`src/rtl/core/fwt_pkg.sv`:
```
// Shared constants, types and helpers for the Forth word tokenizer.
package fwt_pkg;

  localparam int MAX_WORD = 32;
  localparam int LEN_W    = $clog2(MAX_WORD + 1);

  localparam logic [7:0] CH_SPACE  = 8'h20;
  localparam logic [7:0] CH_TAB    = 8'h09;
  localparam logic [7:0] CH_CR     = 8'h0D;
  localparam logic [7:0] CH_LF     = 8'h0A;
  localparam logic [7:0] CH_LBRACE = 8'h7B;
  localparam logic [7:0] CH_RBRACE = 8'h7D;
  localparam logic [7:0] CH_LPAREN = 8'h28;
  localparam logic [7:0] CH_RPAREN = 8'h29;
  localparam logic [7:0] CH_BSLASH = 8'h5C;

  typedef enum logic [2:0] {
    MODE_SKIP,
    MODE_WORD,
    MODE_BRACE,
    MODE_PAREN,
    MODE_LINE,
    MODE_EMIT
  } mode_t;

  // Per-cell control: load the incoming character, or take the right neighbor's.
  typedef struct packed {
    logic load;
    logic shift;
  } cell_ctl_t;

  // Controller to cell row.
  typedef struct packed {
    logic             load;
    logic             shift;
    logic [LEN_W-1:0] length;
  } chain_ctl_t;

  function automatic logic is_sep(input logic [7:0] c);
    return (c == CH_SPACE) || (c == CH_TAB) || (c == CH_CR) || (c == CH_LF);
  endfunction

endpackage

```
`src/rtl/core/forth_word_tokenizer.sv`:
```
// Top level of the Forth word tokenizer: controller plus a row of character cells.
//
//   Channel  Direction  Payload                          Handshake
//   s_*      in         tdata = in_char                  s_tvalid / s_tready
//   m_*      out        tdata = word_char, tlast =       m_tvalid / m_tready
//                       word_last, tuser = word_truncated
//   cfg_*    in         cfg_wdata = skip_comments        cfg_we, no wait
//
// Input beats are taken one per cycle while a word is gathered or text is skipped.
// A word of L stored characters (L at most MAX_WORD) is then emitted as L beats,
// one beat per cycle while m_tready is high, by shifting the cell row toward cell 0,
// which drives m_tdata. s_tready is low for the whole emission, so no input is taken.
// A stalled output beat holds because the row shifts only on an accepted beat.
// rst is synchronous and clears the scan mode, word length, overflow flag and sets
// skip_comments; the character cells are not reset.
module forth_word_tokenizer (
  input  logic       clk,
  input  logic       rst,
  input  logic       cfg_we,
  input  logic       cfg_wdata,   // skip_comments
  input  logic       s_tvalid,
  output logic       s_tready,
  input  logic [7:0] s_tdata,     // [7:0] in_char
  output logic       m_tvalid,
  input  logic       m_tready,
  output logic [7:0] m_tdata,     // [7:0] word_char
  output logic       m_tlast,     // word_last
  output logic       m_tuser      // [0] word_truncated
);

  fwt_pkg::chain_ctl_t chain;
  logic [7:0]          cell_q [fwt_pkg::MAX_WORD];

  // The controller decides when a character is written and when the row shifts.
  fwt_ctrl u_ctrl (
    .clk       (clk),
    .rst       (rst),
    .cfg_we    (cfg_we),
    .cfg_wdata (cfg_wdata),
    .s_tvalid  (s_tvalid),
    .s_tready  (s_tready),
    .in_char   (s_tdata),
    .head_char (cell_q[0]),
    .m_tvalid  (m_tvalid),
    .m_tready  (m_tready),
    .m_tlast   (m_tlast),
    .m_tuser   (m_tuser),
    .chain     (chain)
  );

  // Each cell loads the incoming character when the word length points at it,
  // and during emission takes its right neighbor's character on every accepted output beat.
  for (genvar i = 0; i < fwt_pkg::MAX_WORD; i++) begin : g_cell
    fwt_pkg::cell_ctl_t ctl;
    logic [7:0]         next_char;

    assign ctl.load  = chain.load && (chain.length == fwt_pkg::LEN_W'(i));
    assign ctl.shift = chain.shift;

    if (i == fwt_pkg::MAX_WORD - 1) begin : g_end
      assign next_char = 8'h00;
    end else begin : g_mid
      assign next_char = cell_q[i+1];
    end

    fwt_cell u_cell (
      .clk       (clk),
      .ctl       (ctl),
      .load_char (s_tdata),
      .next_char (next_char),
      .char_q    (cell_q[i])
    );
  end

  // Cell 0 is the head of the row and holds the character being offered.
  assign m_tdata = cell_q[0];

endmodule

```
`src/rtl/core/fwt_cell.sv`:
```
// One character cell of the word buffer row.
module fwt_cell (
  input  logic              clk,
  input  fwt_pkg::cell_ctl_t ctl,
  input  logic [7:0]        load_char,
  input  logic [7:0]        next_char,
  output logic [7:0]        char_q
);

  always_ff @(posedge clk) begin
    if (ctl.load) begin
      char_q <= load_char;
    end else if (ctl.shift) begin
      char_q <= next_char;
    end
  end

endmodule

```
`src/rtl/core/fwt_ctrl.sv`:
```
// Scan-mode controller: word gathering, comment dropping and run emission.
module fwt_ctrl (
  input  logic                clk,
  input  logic                rst,
  input  logic                cfg_we,
  input  logic                cfg_wdata,
  input  logic                s_tvalid,
  output logic                s_tready,
  input  logic [7:0]          in_char,
  input  logic [7:0]          head_char,
  output logic                m_tvalid,
  input  logic                m_tready,
  output logic                m_tlast,
  output logic                m_tuser,
  output fwt_pkg::chain_ctl_t chain
);

  fwt_pkg::mode_t            mode, mode_next;
  logic [fwt_pkg::LEN_W-1:0] length, length_next;
  logic                      overflow, overflow_next;
  logic                      skip_comments;
  logic                      acc;
  logic                      sep;
  logic                      single;

  always_ff @(posedge clk) begin
    if (rst) begin
      mode          <= fwt_pkg::MODE_SKIP;
      length        <= '0;
      overflow      <= 1'b0;
      skip_comments <= 1'b1;
    end else begin
      mode     <= mode_next;
      length   <= length_next;
      overflow <= overflow_next;
      if (cfg_we) begin
        skip_comments <= cfg_wdata;
      end
    end
  end

  assign s_tready = (mode != fwt_pkg::MODE_EMIT);
  assign acc      = s_tvalid && s_tready;
  assign sep      = fwt_pkg::is_sep(in_char);
  assign single   = skip_comments && (length == fwt_pkg::LEN_W'(1)) && !overflow;

  always_comb begin
    mode_next     = mode;
    length_next   = length;
    overflow_next = overflow;
    chain.length  = length;
    chain.load    = 1'b0;
    chain.shift   = 1'b0;
    m_tvalid      = 1'b0;
    m_tlast       = (length == fwt_pkg::LEN_W'(1));
    m_tuser       = overflow;
    case (mode)
      fwt_pkg::MODE_SKIP: begin
        if (acc && !sep) begin
          chain.load    = 1'b1;
          length_next   = fwt_pkg::LEN_W'(1);
          overflow_next = 1'b0;
          mode_next     = fwt_pkg::MODE_WORD;
        end
      end
      fwt_pkg::MODE_WORD: begin
        if (acc) begin
          if (!sep) begin
            if (length < fwt_pkg::LEN_W'(fwt_pkg::MAX_WORD)) begin
              chain.load  = 1'b1;
              length_next = length + fwt_pkg::LEN_W'(1);
            end else begin
              overflow_next = 1'b1;
            end
          end else if (single && head_char == fwt_pkg::CH_LBRACE) begin
            mode_next     = fwt_pkg::MODE_BRACE;
            length_next   = '0;
            overflow_next = 1'b0;
          end else if (single && head_char == fwt_pkg::CH_LPAREN) begin
            mode_next     = fwt_pkg::MODE_PAREN;
            length_next   = '0;
            overflow_next = 1'b0;
          end else if (single && head_char == fwt_pkg::CH_BSLASH) begin
            mode_next     = fwt_pkg::MODE_LINE;
            length_next   = '0;
            overflow_next = 1'b0;
          end else begin
            mode_next = fwt_pkg::MODE_EMIT;
          end
        end
      end
      fwt_pkg::MODE_BRACE: begin
        if (acc && in_char == fwt_pkg::CH_RBRACE) begin
          mode_next = fwt_pkg::MODE_SKIP;
        end
      end
      fwt_pkg::MODE_PAREN: begin
        if (acc && in_char == fwt_pkg::CH_RPAREN) begin
          mode_next = fwt_pkg::MODE_SKIP;
        end
      end
      fwt_pkg::MODE_LINE: begin
        if (acc && (in_char == fwt_pkg::CH_CR || in_char == fwt_pkg::CH_LF)) begin
          mode_next = fwt_pkg::MODE_SKIP;
        end
      end
      fwt_pkg::MODE_EMIT: begin
        m_tvalid = 1'b1;
        if (m_tready) begin
          chain.shift = 1'b1;
          length_next = length - fwt_pkg::LEN_W'(1);
          if (length == fwt_pkg::LEN_W'(1)) begin
            mode_next     = fwt_pkg::MODE_SKIP;
            overflow_next = 1'b0;
          end
        end
      end
      default: begin
        mode_next   = fwt_pkg::MODE_SKIP;
        length_next = '0;
      end
    endcase
  end

endmodule

```
`config.mk`:
```
export PLATFORM = sky130hd
export DESIGN_NAME = forth_word_tokenizer
export DESIGN_NICKNAME = d
export VERILOG_FILES = /design/src/rtl/core/fwt_pkg.sv /design/src/rtl/core/forth_word_tokenizer.sv /design/src/rtl/core/fwt_cell.sv /design/src/rtl/core/fwt_ctrl.sv
export SDC_FILE = /design/constraint.sdc
export NUM_CORES = 1
export LEC_CHECK = 0
export BUFFER_PORTS_ARGS = -buffer_cell sky130_fd_sc_hd__buf_2
export CORE_MARGIN = 2
export CORE_UTILIZATION = 30
export CTS_BUF_LIST = sky130_fd_sc_hd__clkbuf_4 sky130_fd_sc_hd__clkbuf_8 sky130_fd_sc_hd__clkbuf_16
export DETAILED_ROUTE_END_ITERATION = 10
export GPL_ROUTABILITY_DRIVEN = 0
export PLACE_DENSITY = 0.44
export SLEW_MARGIN = 20
export SYNTH_ARGS = -nofsm -noshare
export SYNTH_HDL_FRONTEND = slang
export SYNTH_HIERARCHICAL = 1
export SYNTH_SLANG_ARGS = --single-unit
export TNS_END_PERCENT = 20
```
`constraint.sdc`:
```
create_clock -name clk -period 3.5 [get_ports clk]
set_clock_uncertainty 0.2 [all_clocks]
set_input_delay 0.525 -clock clk [delete_from_list [all_inputs] [get_ports clk]]
set_output_delay 0.525 -clock clk [all_outputs]
set_load 0.01 [all_outputs]
```
==> results.cfg, run 1 <==
[cells_and_area]
drive_gt1_share_pct = 49.14
area_growth_pct = 19.49
nets = 920
diodes = 0
final_area_um2 = 16130
fillers = 4205

[sta]
fmax_ghz = 0.3256
hold_violations = 0
finalSetupViolCount = 0
finalCritPeriodShare_pct = 87.74
worst_slew_pin_slew_ns = 0.7672
period_needed_ns = 3.071
setup_tns_ns = 0
final_max_slew_viol_count = 0
rsz0062_at_grt = no
slew_headroom_pct = 48.13

[power_and_ir_drop]
peakVddDrop_mv = 0.3326
p_leak_nw = 5.972
share_seq_of_total_power_pct = 45.4
powerDensity_nw_per_um2 = 521.6
p_clk_share_pct = 39.5
pwr-share-comb_pct = 15.0
switching_power_mw = 2.057
internal_power_mw = 6.354
switching_share_pct = 24.45

[logic_synthesis]
async_flop_share_pct = 0
netlist_area_um2 = 13500
synth_cell_types = 70
ys_ff_latch = 267
ys_warn_count = 6
syn_inst = 769
synth_edf_count = 256
synth_ff_type = edfxtp_1
yosysSeqAreaShare_pct = 58.59
syn_avg_cell_area_um2 = 17.55

[grt]
antenna_found_initial = 2
grt_pass1_wl_mm = 43.64
grt_max_degree = 34
grt_pass1_vias = 6785
grtUsageTotal_pct = 12.34
grt.overflow.total = 0

[cts]
cts-htree-levels = 1
clk_pin_slew_ns = 0.06
clock_sinks = 267
clk_latency_ns = 0.57
tritoncts = built
cts_setup_buffers = 0
root_buffer = clkbuf_16
clockBufferDepth = 3
cts_buffers = 31

[floorplan]
core_area_um2 = 44320
row_count = 77
chipHeight_um = 216.1
die_area_um2 = 46700
fp.dieW_um = 216.1
initial_utilization_pct = 30.45
ioPinCount = 26

[routing]
wl_per_cell_um = 19.05
drcViolationCount = 0
wl_mm = 28.95
via_count = 6843
drt-vias-per-instance = 4.502
drtPass1Iterations = 5
drt_first_iter_violations = 358
postRouteAntennaNets = 0

[placement]
port-buffer-count = 25
hpwl_mm = 19.93
place_area_um2 = 15060

[hold_path]
min_from = rst
holdPathEnd = u_ctrl/mode[0]
holdPathStages = 2
holdCritPathClass = in -> reg

[setup_path]
ff2ff_path_depth = 8
arrival_ns = 3.20
cpMostUsedCell = buf_4
worstPathRequired_ns = 3.63
critPathMaxFanout = 9
critPathTopFamily = simple AND/OR/NAND/NOR gates
crit_path_end_kind = register
worst_path_largest_cell_delay_ns = 0.69
path_class = in -> reg
cp-start-kind = input port
crit_path_cell_trace = buf_2 > buf_4 > nor4b_1 > nand2_1 > nand3_1 > a2111oi_1 > buf_4 > nand4b_1 > buf_4 > nor2_1 > buf_4 > or2_1 > buf_12
cp_slowest_cell = nor4b_1
rr_startpoint = u_ctrl/mode[2]
crit_buf_inv = 6
reg2reg_slack_ns = 0.73
reg2reg_to = g_cell[4].u_cell/char_q[1]

[status]
status = complete, no violations

[flow_run]
maxCapViolCount = 0
[repair_timing]
item | 4_1_cts | 5_1_grt
endpoints found under the setup margin | 0 | 0
hold buffers | 2 | 0
gates resized for setup | 0 | 0
endpoints found under the hold margin | 1 | 0
[cells in the mapped netlist (2+ instances only)]
cell         n  area, um^2
a21oi_1      8       40.04
a22oi_1      2       15.01
a31oi_1      2       12.51
and2_1       3       18.77
and4b_1      2       20.02
buf_6       35       394.1
clkbuf_1     3       11.26
dfxtp_1     11       220.2
edfxtp_1   256        7687
ha_1         3       37.54
inv_1        6       22.52
mux2_4     256        3844
mux2i_1      5       50.05
nand2_1     16       60.06
nand2b_1     3       18.77
nand3_1      8       40.04
nand3b_1     2       15.01
nand4b_1     5       43.79
nand4bb_1    3       33.78
nor2_1      42       157.7
nor2b_1      2       12.51
nor3_1       2       10.01
nor3b_1      2       15.01
o211ai_1     3       22.52
o21ai_0      7       35.03
or2_1       32       200.2
or3_1        2       12.51
or3b_1       3       26.28
or4b_1       4       40.04
[per-layer routing]
layer | global-route usage [%] | routed length, um | up-vias | part of all wire [%]
li1 | - | - | 3224 | -
met1 | 17.40 | 13820 | 3446 | 48
met2 | 19.52 | 13280 | 121 | 46
met3 | 2.456 | 1204 | 50 | 4.2
met4 | 2.945 | 631 | 2 | 2.2
met5 | 0 | 11 | - | 0.038
[per-stage QoR]
stage	hold slack, ns	util [%]	power [mW]	worst slack, ns	cells
after global placement	0.2788	33.97	5.143	-0.1324	1460
after floorplan	0.2332	-	4.641	0.002422	776
after global routing	0.05588	36.39	8.760	0.3478	1520
final	0.08050	36.39	8.411	0.4290	1520
after detailed placement	0.2970	33.97	5.149	-0.1539	1460
after CTS	0.04334	36.39	8.521	0.4570	1520
[state kept, by name (all words and copies together), names as in the netlist]
name	cells
g_cell.u_cell/char_q	256
u_ctrl/length	6
u_ctrl/mode	3
u_ctrl/m_tuser	1
u_ctrl/skip_comments	1
[power groups by stage]
stage	clock network (mW)	registers (mW)	logic (mW)
CTS	3.43	3.83	1.26
global placement	0	3.89	1.25
detailed placement	0	3.89	1.26
global route	3.55	3.84	1.36
finish	3.33	3.82	1.26
floorplan	0	3.87	0.774
[cell type report]
class / instances / area, um^2 / share of cell area [%]
timing repair buffer: 135 / 1244 / 7.712
sequential: 267 / 7908 / 49.03
clock inverter: 21 / 230.2 / 1.428
tap: 592 / 740.7 / 4.593
multi-input combinational: 460 / 5149 / 31.93
inverter: 8 / 35.03 / 0.2172
clock buffer: 37 / 820.8 / 5.090
[how the worst max path moves through the flow]
stage	startpoint	to	slack, ns	depth (start not counted)
after floorplan	s_tdata[1]	g_cell[20].u_cell/char_q[0]	0.002	8
after global placement	s_tdata[1]	g_cell[4].u_cell/char_q[6]	-0.13	10
after detailed placement	s_tdata[1]	g_cell[4].u_cell/char_q[6]	-0.15	10
after CTS	s_tdata[1]	g_cell[4].u_cell/char_q[1]	0.46	10
after global routing	s_tdata[1]	g_cell[4].u_cell/char_q[6]	0.35	10
final	s_tdata[1]	g_cell[29].u_cell/char_q[5]	0.43	13
[cell families after synthesis]
group                    after synthesis  synth area share [%]
flip-flops                           267                 58.59
multiplexers                         262                 28.93
AND/OR/NAND/NOR                      147                 6.425
buffers and inverters                 49                 3.467
AO/OA/AOI/OAI                         39                 2.216
adder cells (fa/ha/maj)                3                0.2781
other                                  1               0.02778
XOR/XNOR                               1               0.06490
[cell usage in the layout (no fill, tap or decap), types with 3 or more instances in the layout]
cell and n:
nand3_1 8, or3b_1 3, dfxtp_1 11, mux2i_1 5
o21ai_0 7, clkinv_1 9, clkbuf_4 6, or4b_1 4
inv_1 6, nand2_1 16, conb_1 8, and2_1 3
buf_4 85, buf_12 23, edfxtp_1 256, buf_2 25
inv_6 3, nand4b_1 5, clkbuf_16 31, nand4bb_1 3
nand2b_1 3, or2_1 32, ha_1 3, mux2_4 256
a21oi_1 8, clkinv_2 4, nor2_1 42, bufinv_16 5
o211ai_1 3
[worst reg2reg max path, stage by stage, from the launching register on]
cell	delay, ns
dfxtp_1	0.32
inv_2	0.06
nand3_1	0.11
a2111oi_1	0.41
or4b_1	0.65
nor2_1	0.20
buf_4	0.23
or2_1	0.17
buf_12	0.13
Note: power is estimated with default switching activity, not from simulation.
==> run 2, diff against run 1 <==
--- a/config.mk
+++ b/config.mk
@@ -6,12 +6,12 @@
 export NUM_CORES = 1
 export LEC_CHECK = 0
 export BUFFER_PORTS_ARGS = -buffer_cell sky130_fd_sc_hd__buf_2
+export CORE_ASPECT_RATIO = 1.2
 export CORE_MARGIN = 2
 export CORE_UTILIZATION = 30
 export CTS_BUF_LIST = sky130_fd_sc_hd__clkbuf_4 sky130_fd_sc_hd__clkbuf_8 sky130_fd_sc_hd__clkbuf_16
 export DETAILED_ROUTE_END_ITERATION = 10
 export GPL_ROUTABILITY_DRIVEN = 0
-export PLACE_DENSITY = 0.44
 export SLEW_MARGIN = 20
 export SYNTH_ARGS = -nofsm -noshare
 export SYNTH_HDL_FRONTEND = slang
==> constraint.sdc (replaced) <==
create_clock -name clk -period 3.5 [get_ports clk]
set_clock_uncertainty 0.2 [all_clocks]
set_input_delay 0.525 -clock clk [delete_from_list [all_inputs] [get_ports clk]]
set_output_delay 0.525 -clock clk [all_outputs]
set_load 0.005 [all_outputs]
==> results.cfg, run 2 (synthesis gave the netlist of run 1 again) <==
[status]
status = complete, no violations

[setup_path]
rr_startpoint = u_ctrl/mode[2]
ff2ff_path_depth = 7
worstPathRequired_ns = 3.50
arrival_ns = 3.04
path_class = in -> reg
worst_path_largest_cell_delay_ns = 0.61
crit_path_end_kind = register
reg2reg_to = g_cell[20].u_cell/char_q[6]
cp-start-kind = input port
crit_buf_inv = 2
cp_slowest_cell = or4b_1
critPathMaxFanout = 9
critPathTopFamily = simple AND/OR/NAND/NOR gates
reg2reg_slack_ns = 0.62
crit_path_cell_trace = buf_2 > nor3b_1 > o2111ai_2 > nand3_1 > a2111oi_1 > or4b_1 > nor2_1 > buf_4 > or2_1

[cells_and_area]
final_cell_mix = 256 x mux2_4, 256 x edfxtp_1, 65 x buf_4
top_register = g_cell.u_cell/char_q
largestRegisters = g_cell.u_cell/char_q (256), u_ctrl/length (6), u_ctrl/mode (3)
fillers = 4251
largest_register_ffs = 256
multi_input_area_um2 = 5149
nets = 882
drive_gt1_share_pct = 47.01
area_growth_pct = 14.91
diodes = 0
fin_util_pct = 34.72
seqCellArea_um2 = 7908

[cts]
root_buffer = clkbuf_16
cts_setup_buffers = 0
cts-htree-levels = 1
cts-resized-gates = 0
ctsHoldBuffers = 0
clk_pin_slew_ns = 0.06
clock_sinks = 267
clockBufferDepth = 3
tritoncts = built
cts_buffers = 29
clk_latency_ns = 0.54

[floorplan]
fp.dieW_um = 197.6
row_count = 85
initial_utilization_pct = 30.22
chipHeight_um = 236.4
die_area_um2 = 46710
ioPinCount = 26
core_area_um2 = 44670

[sta]
finalCritPeriodShare_pct = 86.85
slew_headroom_pct = 47.74
hold_violations = 0
setup_slack_ns = 0.4603
period_needed_ns = 3.040
rsz0062_at_grt = no
final_max_slew_viol_count = 0
setup_tns_ns = 0
fmax_ghz = 0.3290
worst_slew_pin_slew_ns = 0.7730
finalSetupViolCount = 0

[power_and_ir_drop]
share_seq_of_total_power_pct = 48.2
switching_share_pct = 24.24
p_leak_nw = 5.674
powerDensity_nw_per_um2 = 511.9
peakVddDrop_mv = 0.4287
switching_power_mw = 1.925
p_clk_share_pct = 37.3
pwr-share-comb_pct = 14.4
internal_power_mw = 6.014

[routing]
top_layer = met4
drtPass1Iterations = 5
wl_per_cell_um = 18.23
via_count = 6775
postRouteAntennaNets = 0
met3_length_mm = 1.274
wl_met1_mm = 12.44
drt_first_iter_violations = 437
wl_met2_mm = 12.33
wl_mm = 26.43
drcViolationCount = 0
drt-vias-per-instance = 4.672

[placement]
dp_worst_setup_slack_ns = -0.03156
port-buffer-count = 25
hpwl_mm = 17.98

[grt]
grtUsageTotal_pct = 11.29
grt_pass1_vias = 7028
grt.overflow.total = 0
antenna_found_initial = 0
grt_max_degree = 34
grt_pass1_wl_mm = 40.92

[hold_path]
min_from = cfg_wdata
holdPathStages = 3
holdCritPathClass = in -> reg
holdPathEnd = u_ctrl/skip_comments

[flow_run]
maxCapViolCount = 0
-- run 2: changes by cell type in the layout (fill, tap and decap cells not counted), moves of 2 or more --
cell | previous run | this run
dlygate4sd3_1 | 2 | 0
buf_12 | 23 | 9
clkbuf_4 | 6 | 4
inv_6 | 3 | 1
bufinv_16 | 5 | 3
clkbuf_16 | 31 | 29
buf_4 | 85 | 65
-- run 2: layout make-up --
cell class | count | area share, %
inverters | 8 | 0.2259
flip-flops and latches | 267 | 50.99
clock inverters | 18 | 1.041
well taps | 565 | 4.558
multi-input cells | 460 | 33.20
clock buffers | 33 | 4.873
repair buffers | 99 | 5.115
-- run 2: how the worst max path moves through the flow --
stage               start  cells after the start                     endpoint  slack, ns
2_1_floorplan  s_tdata[1]                      8  g_cell[20].u_cell/char_q[0]      0.002
3_3_place_gp   s_tdata[1]                     11  g_cell[27].u_cell/char_q[6]     -0.006
3_5_place_dp   s_tdata[1]                     11  g_cell[26].u_cell/char_q[6]      -0.03
4_1_cts        s_tdata[1]                      9  g_cell[20].u_cell/char_q[6]       0.51
5_1_grt        s_tdata[1]                      9  g_cell[20].u_cell/char_q[5]       0.27
6_report       s_tdata[1]                      9  g_cell[20].u_cell/char_q[6]       0.46
-- run 2: power by group through the flow --
| stage | Clock, mW | Sequential, mW | Combinational (mW) |
|---|---|---|---|
| final | 2.96 | 3.83 | 1.14 |
| after global routing | 3.15 | 3.85 | 1.23 |
| after CTS | 3.04 | 3.83 | 1.14 |
| after detailed placement | 0 | 3.90 | 1.13 |
| after global placement | 0 | 3.89 | 1.12 |
| after floorplan | 0 | 3.85 | 0.770 |
-- run 2: worst register-to-register path, cell delays in order (launching register included) --
cell and delay, ns:
dfxtp_1 0.32, inv_2 0.14, nand3_1 0.13, a2111oi_1 0.42, or4b_1 0.61, nor2_1 0.15
buf_4 0.22, or2_1 0.35
-- run 2: layer usage --
layer / global-route usage, % / vias to the layer above
met3: 2.102 / 34
met2: 18.33 / 164
met1: 15.86 / 3445
met4: 1.937 / 0
met5: 0 / -
li1: - / 3132
-- run 2: per-stage QoR --
stage / std cells / hold WS, ns / instance area [um^2] / power, mW
6_report: 1450 / 0.09534 / 15510 / 7.938
5_1_grt: 1450 / 0.1268 / 15510 / 8.228
4_1_cts: 1450 / 0.06533 / 15510 / 8.005
3_5_place_dp: 1399 / 0.3331 / 14590 / 5.031
3_3_place_gp: 1399 / 0.3280 / 14590 / 5.011
2_1_floorplan: 776 / 0.2332 / 13520 / 4.624
